File: config.mk
export PLATFORM = sky130hd
export DESIGN_NAME = module_grid_rasterizer_top
export DESIGN_NICKNAME = d
export VERILOG_FILES = /design/src/design/mgr_pkg.sv /design/src/design/mgr_div_pipe.sv /design/src/design/module_grid_rasterizer_top.sv
export SDC_FILE = /design/constraint.sdc
export NUM_CORES = 2
export LEC_CHECK = 0
export BUFFER_PORTS_ARGS = -buffer_cell sky130_fd_sc_hd__buf_2
export CAP_MARGIN = 20
export CORE_ASPECT_RATIO = 0.7
export CORE_MARGIN = 2
export CORE_UTILIZATION = 55
export CTS_BUF_LIST = sky130_fd_sc_hd__clkbuf_8 sky130_fd_sc_hd__clkbuf_16
export DETAILED_ROUTE_END_ITERATION = 7
export PLACE_DENSITY_LB_ADDON = 0.1
export SETUP_SLACK_MARGIN = 0.2
export SYNTH_ARGS = -nofsm -noshare
export SYNTH_HDL_FRONTEND = slang
export SYNTH_HIERARCHICAL = 1
export SYNTH_SLANG_ARGS = --single-unit
File: constraint.sdc
create_clock -name clk -period 16.5 [get_ports clk]
set_clock_uncertainty 0.15 [all_clocks]
set_input_delay 0.825 -clock clk [delete_from_list [all_inputs] [get_ports clk]]
set_output_delay 0.825 -clock clk [all_outputs]
set_load 0.05 [all_outputs]
File: src/design/mgr_pkg.sv
// ----------------------------------------------------------------------------
// Module grid rasterizer package
// Shared field widths, codes and beat types for the grid rasterizer.
// ----------------------------------------------------------------------------
package mgr_pkg;

  // Field and register widths.
  localparam int unsigned CFG_W     = 13;
  localparam int unsigned CFG_IDX_W = 1;
  localparam int unsigned COORD_W   = 12;
  localparam int unsigned INDEX_W   = 10;
  localparam int unsigned PIX_W     = 8;

  // Largest image side that is rendered; larger images are refused.
  localparam int unsigned MAX_SIDE = 4096;

  // Reset value of both image dimensions.
  localparam logic [CFG_W-1:0] IMAGE_SIDE_RESET = 13'd720;

  // Configuration register indexes.
  typedef enum logic [CFG_IDX_W-1:0] {
    CFG_IMAGE_WIDTH  = 1'b0,
    CFG_IMAGE_HEIGHT = 1'b1
  } cfg_reg_t;

  // Input beat kinds.
  localparam logic KIND_WRITE = 1'b0;
  localparam logic KIND_PIXEL = 1'b1;

  // Gray levels.
  localparam logic [PIX_W-1:0] PIX_BACKGROUND = 8'd255;
  localparam logic [PIX_W-1:0] PIX_DARK       = 8'd0;

  // Input beat.
  typedef struct packed {
    logic               kind;
    logic [INDEX_W-1:0] module_index;
    logic               module_value;
    logic [COORD_W-1:0] pixel_x;
    logic [COORD_W-1:0] pixel_y;
  } in_item_t;

  // Result beat.
  typedef struct packed {
    logic [PIX_W-1:0] pixel_value;
    logic             request_error;
  } out_item_t;

  // Control that travels with an item through the pipeline.
  typedef struct packed {
    logic               is_write;
    logic [INDEX_W-1:0] widx;
    logic               wval;
    logic               err;
    logic               in_square;
  } ctl_t;

endpackage

File: src/design/mgr_div_pipe.sv
// ----------------------------------------------------------------------------
// Pipelined cell divider
// Two restoring dividers side by side, one quotient bit per stage, that turn
// the scaled x and y offsets into symbol cell coordinates.
// ----------------------------------------------------------------------------
module mgr_div_pipe
  import mgr_pkg::*;
#(
  parameter int unsigned QW = 6,
  parameter int unsigned NW = 18
) (
  input  logic                 clk,
  input  logic                 rst_n,
  input  logic                 in_valid,
  output logic                 in_ready,
  input  ctl_t                 in_ctl,
  input  logic [NW-1:0]        in_numx,
  input  logic [NW-1:0]        in_numy,
  input  logic [CFG_W-1:0]     in_side,
  output logic                 out_valid,
  input  logic                 out_ready,
  output ctl_t                 out_ctl,
  output logic [QW-1:0]        out_qx,
  output logic [QW-1:0]        out_qy
);

  localparam int unsigned CW = CFG_W + QW;

  typedef struct packed {
    ctl_t             ctl;
    logic [CFG_W-1:0] side;
    logic [NW-1:0]    remx;
    logic [NW-1:0]    remy;
    logic [QW-1:0]    qx;
    logic [QW-1:0]    qy;
  } dstage_t;

  // One restoring step on both lanes for quotient bit k.
  function automatic dstage_t div_step(dstage_t s, int unsigned k);
    logic [CW-1:0] dsh;
    logic [CW-1:0] rx;
    logic [CW-1:0] ry;
    dstage_t       o;
    dsh = CW'(s.side) << k;
    rx  = CW'(s.remx);
    ry  = CW'(s.remy);
    o   = s;
    if (rx >= dsh) begin
      o.remx  = NW'(rx - dsh);
      o.qx[k] = 1'b1;
    end
    if (ry >= dsh) begin
      o.remy  = NW'(ry - dsh);
      o.qy[k] = 1'b1;
    end
    return o;
  endfunction

  dstage_t st_r  [QW];
  logic    v_r   [QW];
  dstage_t prev  [QW];
  logic    pv    [QW];
  logic    rdy   [QW+1];
  dstage_t src;

  // Entry beat: the numerators start as the remainders.
  always_comb begin
    src.ctl  = in_ctl;
    src.side = in_side;
    src.remx = in_numx;
    src.remy = in_numy;
    src.qx   = '0;
    src.qy   = '0;
  end

  assign rdy[QW] = out_ready;

  for (genvar j = 0; j < QW; j++) begin : g_stage
    // A stage takes a new beat when it is empty or its beat moves on.
    assign rdy[j] = !v_r[j] || rdy[j+1];

    if (j == 0) begin : g_first
      assign prev[j] = src;
      assign pv[j]   = in_valid;
    end else begin : g_next
      assign prev[j] = st_r[j-1];
      assign pv[j]   = v_r[j-1];
    end

    always_ff @(posedge clk) begin
      if (!rst_n) begin
        v_r[j] <= 1'b0;
      end else if (rdy[j]) begin
        v_r[j] <= pv[j];
      end
    end

    always_ff @(posedge clk) begin
      if (rdy[j] && pv[j]) begin
        st_r[j] <= div_step(prev[j], QW - 1 - j);
      end
    end
  end

  assign in_ready  = rdy[0];
  assign out_valid = v_r[QW-1];
  assign out_ctl   = st_r[QW-1].ctl;
  assign out_qx    = st_r[QW-1].qx;
  assign out_qy    = st_r[QW-1].qy;

endmodule

File: src/design/module_grid_rasterizer_top.sv
// Pixel beats pass through stages A to D, the cell divider, stage E, the read stage F
// and the output register on the way to their result; module writes give no result.
// Throughput: one beat per cycle; the cell divider retires one quotient bit per stage.
// Stalls collapse bubbles stage by stage, so input is taken while the output waits.
// Reset (synchronous, active low) clears all valid bits and sets both image sides
// to 720; the module store holds no defined content until it is written.
// ----------------------------------------------------------------------------
// Module grid rasterizer top level
// Stores a square grid of one-bit modules and renders pixels of a gray image
// with the grid scaled into the largest centered square, quiet zone included.
// ----------------------------------------------------------------------------
module module_grid_rasterizer_top
  import mgr_pkg::*;
#(
  parameter int unsigned GRID_SIDE     = 32,
  parameter int unsigned QUIET_MODULES = 2
) (
  input  logic                 clk,
  input  logic                 rst_n,
  input  logic                 in_valid,
  output logic                 in_ready,
  input  in_item_t             in_data,
  output logic                 out_valid,
  input  logic                 out_ready,
  output out_item_t            out_data,
  input  logic                 cfg_we,
  input  logic [CFG_IDX_W-1:0] cfg_index,
  input  logic [CFG_W-1:0]     cfg_wdata
);

  localparam int unsigned SYM_CELLS    = GRID_SIDE + 2 * QUIET_MODULES;
  localparam int unsigned QW           = $clog2(SYM_CELLS);
  localparam int unsigned NW           = COORD_W + QW;
  localparam int unsigned GW           = $clog2(GRID_SIDE);
  localparam int unsigned GRID_CELLS   = GRID_SIDE * GRID_SIDE;
  localparam int unsigned AW           = $clog2(GRID_CELLS);
  localparam int unsigned XW           = CFG_W + 1;
  localparam logic [QW:0]   CELL_LO    = (QW+1)'(QUIET_MODULES);
  localparam logic [QW:0]   CELL_HI    = (QW+1)'(QUIET_MODULES + GRID_SIDE);
  localparam logic [QW-1:0] CELL_BASE  = QW'(QUIET_MODULES);

  typedef struct packed {
    ctl_t               ctl;
    logic [COORD_W-1:0] x;
    logic [COORD_W-1:0] y;
    logic [CFG_W-1:0]   w;
    logic [CFG_W-1:0]   h;
    logic [CFG_W-1:0]   side;
  } a_t;

  typedef struct packed {
    ctl_t               ctl;
    logic [COORD_W-1:0] x;
    logic [COORD_W-1:0] y;
    logic [CFG_W-1:0]   side;
    logic [CFG_W-1:0]   ox;
    logic [CFG_W-1:0]   oy;
  } b_t;

  typedef struct packed {
    ctl_t               ctl;
    logic [CFG_W-1:0]   side;
    logic [COORD_W-1:0] offx;
    logic [COORD_W-1:0] offy;
  } c_t;

  typedef struct packed {
    ctl_t             ctl;
    logic [CFG_W-1:0] side;
    logic [NW-1:0]    numx;
    logic [NW-1:0]    numy;
  } d_t;

  typedef struct packed {
    ctl_t          ctl;
    logic [AW-1:0] addr;
  } e_t;

  typedef struct packed {
    logic err;
    logic hit;
  } f_t;

  // Configuration registers.
  logic [CFG_W-1:0] img_w_r;
  logic [CFG_W-1:0] img_h_r;

  always_ff @(posedge clk) begin
    if (!rst_n) begin
      img_w_r <= IMAGE_SIDE_RESET;
      img_h_r <= IMAGE_SIDE_RESET;
    end else if (cfg_we) begin
      case (cfg_reg_t'(cfg_index))
        CFG_IMAGE_WIDTH:  img_w_r <= cfg_wdata;
        CFG_IMAGE_HEIGHT: img_h_r <= cfg_wdata;
        default: begin
        end
      endcase
    end
  end

  a_t   a_r, a_nxt;
  b_t   b_r, b_nxt;
  c_t   c_r, c_nxt;
  d_t   d_r, d_nxt;
  e_t   e_r, e_nxt;
  f_t   f_r, f_nxt;
  logic a_v_r, b_v_r, c_v_r, d_v_r, e_v_r, f_v_r;
  logic rdy_a, rdy_b, rdy_c, rdy_d, rdy_e, rdy_f, rdy_g;
  logic rd_r;
  out_item_t out_r, out_nxt;
  logic      out_v_r;

  logic          div_in_ready;
  logic          div_out_valid;
  ctl_t          div_ctl;
  logic [QW-1:0] div_qx;
  logic [QW-1:0] div_qy;

  // Ready chain from the output register back to the input.
  assign rdy_g    = !out_v_r || out_ready;
  assign rdy_f    = !f_v_r || rdy_g;
  assign rdy_e    = !e_v_r || rdy_f;
  assign rdy_d    = !d_v_r || div_in_ready;
  assign rdy_c    = !c_v_r || rdy_d;
  assign rdy_b    = !b_v_r || rdy_c;
  assign rdy_a    = !a_v_r || rdy_b;
  assign in_ready = rdy_a;

  // Stage A: refusal checks and the side of the centered square.
  always_comb begin
    a_nxt.ctl.is_write  = (in_data.kind == KIND_WRITE);
    a_nxt.ctl.widx      = in_data.module_index;
    a_nxt.ctl.wval      = in_data.module_value;
    a_nxt.ctl.in_square = 1'b0;
    a_nxt.ctl.err       = (32'(img_w_r) < SYM_CELLS) || (32'(img_h_r) < SYM_CELLS) ||
                          (32'(img_w_r) > MAX_SIDE) || (32'(img_h_r) > MAX_SIDE) ||
                          (CFG_W'(in_data.pixel_x) >= img_w_r) ||
                          (CFG_W'(in_data.pixel_y) >= img_h_r);
    a_nxt.x             = in_data.pixel_x;
    a_nxt.y             = in_data.pixel_y;
    a_nxt.w             = img_w_r;
    a_nxt.h             = img_h_r;
    a_nxt.side          = (img_w_r < img_h_r) ? img_w_r : img_h_r;
  end

  // Stage B: margins beside the square.
  always_comb begin
    b_nxt.ctl  = a_r.ctl;
    b_nxt.x    = a_r.x;
    b_nxt.y    = a_r.y;
    b_nxt.side = a_r.side;
    b_nxt.ox   = (a_r.w - a_r.side) >> 1;
    b_nxt.oy   = (a_r.h - a_r.side) >> 1;
  end

  // Stage C: inside-square test and offsets into the square.
  always_comb begin
    logic [CFG_W-1:0] dx;
    logic [CFG_W-1:0] dy;
    dx                  = CFG_W'(b_r.x) - b_r.ox;
    dy                  = CFG_W'(b_r.y) - b_r.oy;
    c_nxt.ctl           = b_r.ctl;
    c_nxt.ctl.in_square = (CFG_W'(b_r.x) >= b_r.ox) && (CFG_W'(b_r.y) >= b_r.oy) &&
                          (XW'(b_r.x) < XW'(b_r.ox) + XW'(b_r.side)) &&
                          (XW'(b_r.y) < XW'(b_r.oy) + XW'(b_r.side));
    c_nxt.side          = b_r.side;
    c_nxt.offx          = dx[COORD_W-1:0];
    c_nxt.offy          = dy[COORD_W-1:0];
  end

  // Stage D: offsets scaled by the symbol side.
  always_comb begin
    d_nxt.ctl  = c_r.ctl;
    d_nxt.side = c_r.side;
    d_nxt.numx = NW'(c_r.offx) * NW'(SYM_CELLS);
    d_nxt.numy = NW'(c_r.offy) * NW'(SYM_CELLS);
  end

  // Stage registers ahead of the divider.
  always_ff @(posedge clk) begin
    if (!rst_n) begin
      a_v_r <= 1'b0;
      b_v_r <= 1'b0;
      c_v_r <= 1'b0;
      d_v_r <= 1'b0;
    end else begin
      if (rdy_a) a_v_r <= in_valid;
      if (rdy_b) b_v_r <= a_v_r;
      if (rdy_c) c_v_r <= b_v_r;
      if (rdy_d) d_v_r <= c_v_r;
    end
  end

  always_ff @(posedge clk) begin
    if (rdy_a && in_valid) a_r <= a_nxt;
    if (rdy_b && a_v_r)    b_r <= b_nxt;
    if (rdy_c && b_v_r)    c_r <= c_nxt;
    if (rdy_d && c_v_r)    d_r <= d_nxt;
  end

  // Cell coordinates by division through the side of the square.
  mgr_div_pipe #(
    .QW (QW),
    .NW (NW)
  ) u_div (
    .clk       (clk),
    .rst_n     (rst_n),
    .in_valid  (d_v_r),
    .in_ready  (div_in_ready),
    .in_ctl    (d_r.ctl),
    .in_numx   (d_r.numx),
    .in_numy   (d_r.numy),
    .in_side   (d_r.side),
    .out_valid (div_out_valid),
    .out_ready (rdy_e),
    .out_ctl   (div_ctl),
    .out_qx    (div_qx),
    .out_qy    (div_qy)
  );

  // Stage E: quiet zone test and module address.
  always_comb begin
    logic          cx_ok;
    logic          cy_ok;
    logic [QW-1:0] mx_full;
    logic [QW-1:0] my_full;
    logic [GW-1:0] mx;
    logic [GW-1:0] my;
    cx_ok               = ({1'b0, div_qx} >= CELL_LO) && ({1'b0, div_qx} < CELL_HI);
    cy_ok               = ({1'b0, div_qy} >= CELL_LO) && ({1'b0, div_qy} < CELL_HI);
    mx_full             = div_qx - CELL_BASE;
    my_full             = div_qy - CELL_BASE;
    mx                  = mx_full[GW-1:0];
    my                  = my_full[GW-1:0];
    e_nxt.ctl           = div_ctl;
    e_nxt.ctl.in_square = div_ctl.in_square && cx_ok && cy_ok;
    e_nxt.addr          = AW'(my) * AW'(GRID_SIDE) + AW'(mx);
  end

  always_ff @(posedge clk) begin
    if (!rst_n) begin
      e_v_r <= 1'b0;
    end else if (rdy_e) begin
      e_v_r <= div_out_valid;
    end
  end

  always_ff @(posedge clk) begin
    if (rdy_e && div_out_valid) e_r <= e_nxt;
  end

  // Module store: writes and reads are done in item order as beats leave stage E.
  logic          module_store_r [GRID_CELLS];
  logic [31:0]   widx_ext;
  logic [AW-1:0] waddr;
  logic          wr_en;

  assign widx_ext = 32'(e_r.ctl.widx);
  assign waddr    = widx_ext[AW-1:0];
  assign wr_en    = e_v_r && rdy_f && e_r.ctl.is_write && (widx_ext < GRID_CELLS);

  always_ff @(posedge clk) begin
    if (wr_en) begin
      module_store_r[waddr] <= e_r.ctl.wval;
    end
  end

  always_ff @(posedge clk) begin
    if (rdy_f) begin
      rd_r <= module_store_r[e_r.addr];
    end
  end

  // Stage F: flags beside the read data; write beats end here.
  always_comb begin
    f_nxt.err = e_r.ctl.err;
    f_nxt.hit = e_r.ctl.in_square;
  end

  always_ff @(posedge clk) begin
    if (!rst_n) begin
      f_v_r <= 1'b0;
    end else if (rdy_f) begin
      f_v_r <= e_v_r && !e_r.ctl.is_write;
    end
  end

  always_ff @(posedge clk) begin
    if (rdy_f && e_v_r) f_r <= f_nxt;
  end

  // Output register.
  always_comb begin
    out_nxt.request_error = f_r.err;
    out_nxt.pixel_value   = (!f_r.err && f_r.hit && rd_r) ? PIX_DARK : PIX_BACKGROUND;
  end

  always_ff @(posedge clk) begin
    if (!rst_n) begin
      out_v_r <= 1'b0;
    end else if (rdy_g) begin
      out_v_r <= f_v_r;
    end
  end

  always_ff @(posedge clk) begin
    if (rdy_g && f_v_r) out_r <= out_nxt;
  end

  assign out_valid = out_v_r;
  assign out_data  = out_r;

  // A refused request always shows the background level.
  a_err_background: assert property (@(posedge clk) disable iff (!rst_n)
    out_valid && out_data.request_error |-> out_data.pixel_value == PIX_BACKGROUND)
    else $error("refused request with a non-background pixel");

  // Only the two gray levels are ever produced.
  a_two_levels: assert property (@(posedge clk) disable iff (!rst_n)
    out_valid |-> (out_data.pixel_value == PIX_DARK ||
                   out_data.pixel_value == PIX_BACKGROUND))
    else $error("pixel level other than dark or background");

  // An empty output register means the whole ready chain is open.
  a_chain_open: assert property (@(posedge clk) disable iff (!rst_n)
    !out_valid |-> in_ready)
    else $error("input stalled while the output register is empty");

  // A stalled read stage keeps its flags and read data.
  a_read_hold: assert property (@(posedge clk) disable iff (!rst_n)
    f_v_r && !rdy_g |=> f_v_r && $stable(f_r) && $stable(rd_r))
    else $error("read stage changed while stalled");

endmodule
==> results.py <==
metrics = {
    "critical_path": {
        "rr_worst_depth": 11,
        "worstSetupStartpointType": "flip-flop",
        "required_ns": 15.53,
        "cp.arrival_ns": 4.46,
        "critPathMaxFanout": 6,
        "critPathCaptureType": "output pin",
        "worstSetupPathType": "reg2out",
    },
    "timing": {
        "slew_headroom": 0.1978,
        "rsz0062_at_grt": "no",
        "min_period_over_period": 0.3295,
        "drv_slew": 0,
        "fmax_mhz": 184.0,
        "setup_tns_ns": 0,
        "timing_hold_violations_final": 0,
        "setup_slack_ns": 11.06,
        "final-setup-viol-count": 0,
        "period_needed_ns": 5.436,
        "worst_pin_slew_ns": 1.203,
    },
    "detailed_routing": {
        "first_iter_violations": 6267,
        "wirelength_um": 200500,
        "ant_nets": 0,
        "via_per_inst": 6.136,
        "dr.pass1.iters": 5,
        "vias": 48600,
        "route.detailed.drc": 0,
        "wl_per_cell_um": 25.32,
    },
    "cts": {
        "clock-sinks": 1723,
        "htreeDepth": 4,
        "cts.path.max_buffers": 3,
        "clkTransAtPathRegs_ns": 0.06,
        "ctsRootBufferMaster": "clkbuf_16",
        "worst_skew_pair.late_latency_ns": 0.80,
        "post_cts_buffers": 0,
        "cts_tree": "yes",
        "cts_inserted_buffers": 164,
    },
    "hold_path": {
        "worstHoldPathCells": 1,
        "hold_path_class": "in2reg",
    },
    "synthesis": {
        "synth_xor_area_frac": 0.01969,
        "synth_top_family_by_area": "simple AND/OR/NAND/NOR gates",
        "syn_area_per_cell_um2": 13.70,
        "yosys.area_share.adder": 0.05481,
        "yosysUniqueCellTypes": 92,
        "synth_area_leaders": "edfxtp_1, mux4_2, nor2_1, ha_1, mux2i_1",
        "synth_edf_count": 1689,
        "synth-simple-area-share": 0.09994,
        "synth_compound_area_frac": 0.06514,
        "synth_mux_area_frac": 0.08856,
        "yosysMostFrequentCell": "edfxtp_1",
        "yosysSeqAreaShare": 0.6419,
        "syn_area_um2": 80080,
        "async_reset_ff_frac": 0,
        "synth_warnings": 6,
        "synth_top_flop_cell": "edfxtp_1",
        "ys_ff_latch": 1723,
        "synth_top_area_share": 0.6334,
        "synth_commonest_cells": "edfxtp_1, nor2_1, ha_1",
        "syn_inst": 5847,
        "yosysTopAreaCell": "edfxtp_1",
    },
    "die": {
        "fp.coreArea_um2": 144900,
        "die-area_um2": 148700,
        "rows": 117,
        "die_w_um": 460.1,
        "design.portCount": 66,
        "initial_core_util": 0.5525,
        "die_h_um": 323.2,
    },
    "place": {
        "hpwlAfterDp_um": 125100,
        "place_ws_ns": 11.28,
        "gp_congestion": 0.8594,
        "portBuffers": 65,
    },
    "grt": {
        "grt_max_degree": 282,
        "grtUsageTotal": 0.2706,
        "grt_pass1_vias": 46593,
        "grt.overflow.total": 0,
        "grt_pass1_wl_um": 297300,
        "antenna_found_initial": 2,
    },
    "finish": {
        "fillers": 11106,
        "nets": 6280,
        "drive_gt1_frac": 0.1332,
        "synthToLayoutAreaGrowth_pct": 10.17,
    },
    "power": {
        "cellLeakagePower_nw": 29.82,
        "power.switching_mw": 1.882,
        "p_comb_frac": 0.040,
        "switching_share": 0.2114,
        "p_per_area_nw_per_um2": 100.9,
        "clockPowerShare": 0.418,
        "intPower_mw": 7.019,
        "pwr-share-seq": 0.543,
        "vdd_ir_drop_max_v": 0.0001094,
    },
    "run": {
        "cap_violations": 0,
    },
    "status": {
        "run_status": "complete, no violations",
    },
}
[worst max-delay path, cell delays in order (launching register included)]
cell     delay [ns]
dfxtp_1        0.32
nor2b_1        0.42
nand3_1        0.18
nor2b_1        0.42
and3_1         0.38
and3_1         0.34
nand2_1        0.12
nor2b_1        0.47
and2_0         0.59
nand3_1        0.18
buf_2          0.25
[final timing paths]
path                                                   from            endpoint  slack [ns]
worst min register to register  u_div/st_r[5][72]$_DFFE_PP_  waddr[8]$_DFFE_PP_        0.26
worst max-delay path                 out_valid$_SDFFE_PN0P_            in_ready       11.06
worst max register to register             e_r[1]$_DFFE_PP_      rd_r$_DFFE_PP_       11.34
worst min-delay path                            in_data[28]   a_r[69]$_DFFE_PP_        0.06
[power by group through the flow]
stage	Sequential, mW	Combinational, mW	Clock [mW]
final	4.83	0.354	3.72
after global routing	4.83	0.398	3.94
after CTS	4.83	0.353	3.77
after detailed placement	4.93	0.348	0
after global placement	4.92	0.342	0
after floorplan	4.91	0.262	0
[metrics by stage]
step             util  instance area [um2]  power (mW)  hold slack [ns]  std cells
3_3_place_gp   0.5670                82170       5.266           0.2514       7584
4_1_cts        0.6049                87670       8.955         0.003484       7896
5_1_grt        0.6087                88220       9.169          0.01557       7920
2_1_floorplan       -                80100       5.173           0.2503       5854
3_5_place_dp   0.5683                82360       5.273           0.2545       7592
6_report       0.6087                88220       8.902          0.05823       7921
[state kept, by name, indices dropped and copies added (netlist names), 13 cells and up]
name / cells
d_r: 59
img_h_r: 13
a_r: 76
b_r: 74
c_r: 51
module_store_r: 1024
u_div/st_r: 371
e_r: 14
img_w_r: 13
[metal layers]
metal,up-vias,GRT usage,wire length [um]
met5,-,0,0
met1,24356,0.4123,89070
met2,2164,0.3896,85440
met3,319,0.06378,20950
li1,21761,-,-
met4,0,0.07558,5061
[cells in the final DEF, fill, tap and decap left out, types with 33 or more instances in the layout]
| cell | instances |
|---|---|
| nand2_1 | 224 |
| xor2_1 | 74 |
| mux2_2 | 77 |
| nand3_1 | 53 |
| a211oi_1 | 35 |
| edfxtp_1 | 1689 |
| nor3_1 | 51 |
| inv_1 | 272 |
| clkbuf_16 | 170 |
| mux4_2 | 231 |
| ha_1 | 322 |
| xnor2_1 | 106 |
| nand2b_1 | 46 |
| o21ai_0 | 112 |
| a21oi_1 | 190 |
| clkinv_1 | 33 |
| a22oi_1 | 52 |
| a21o_1 | 61 |
| mux2i_1 | 101 |
| a21boi_0 | 34 |
| buf_4 | 80 |
| o21a_1 | 49 |
| nor2b_1 | 64 |
| buf_2 | 66 |
| dfxtp_1 | 34 |
| nor2_1 | 1207 |
[final cells by class]
| cell class | instances | area (um2) | share of cell area |
|---|---|---|---|
| Timing Repair Buffer | 187 | 1802 | 0.02042 |
| Antenna cell | 2 | 5.005 | 0.00005673 |
| Multi-Input combinational cell | 3574 | 26520 | 0.3006 |
| Clock buffer | 176 | 4337 | 0.04916 |
| Tap cell | 1904 | 2382 | 0.02700 |
| Clock inverter | 120 | 892.1 | 0.01011 |
| Inverter | 235 | 882.1 | 0.009999 |
| Sequential cell | 1723 | 51400 | 0.5826 |
[what timing repair did]
item	in CTS	in global routing
resized for setup	0	0
endpoints found under the setup margin	0	0
hold buffers	8	0
hold endpoints to repair	8	0
[logic make-up (layout without fill, tap and decap cells)]
| logic type | Yosys count | after routing |
|---|---|---|
| adder cells (fa/ha/maj) | 340 | 340 |
| flip-flops | 1723 | 1723 |
| XOR/XNOR | 180 | 180 |
| other | 1 | 10 |
| AO/OA/AOI/OAI | 772 | 772 |
| AND/OR/NAND/NOR | 1864 | 1864 |
| buffers and inverters | 557 | 718 |
| multiplexers | 410 | 410 |
Note: power is estimated with default switching activity, not from simulation.
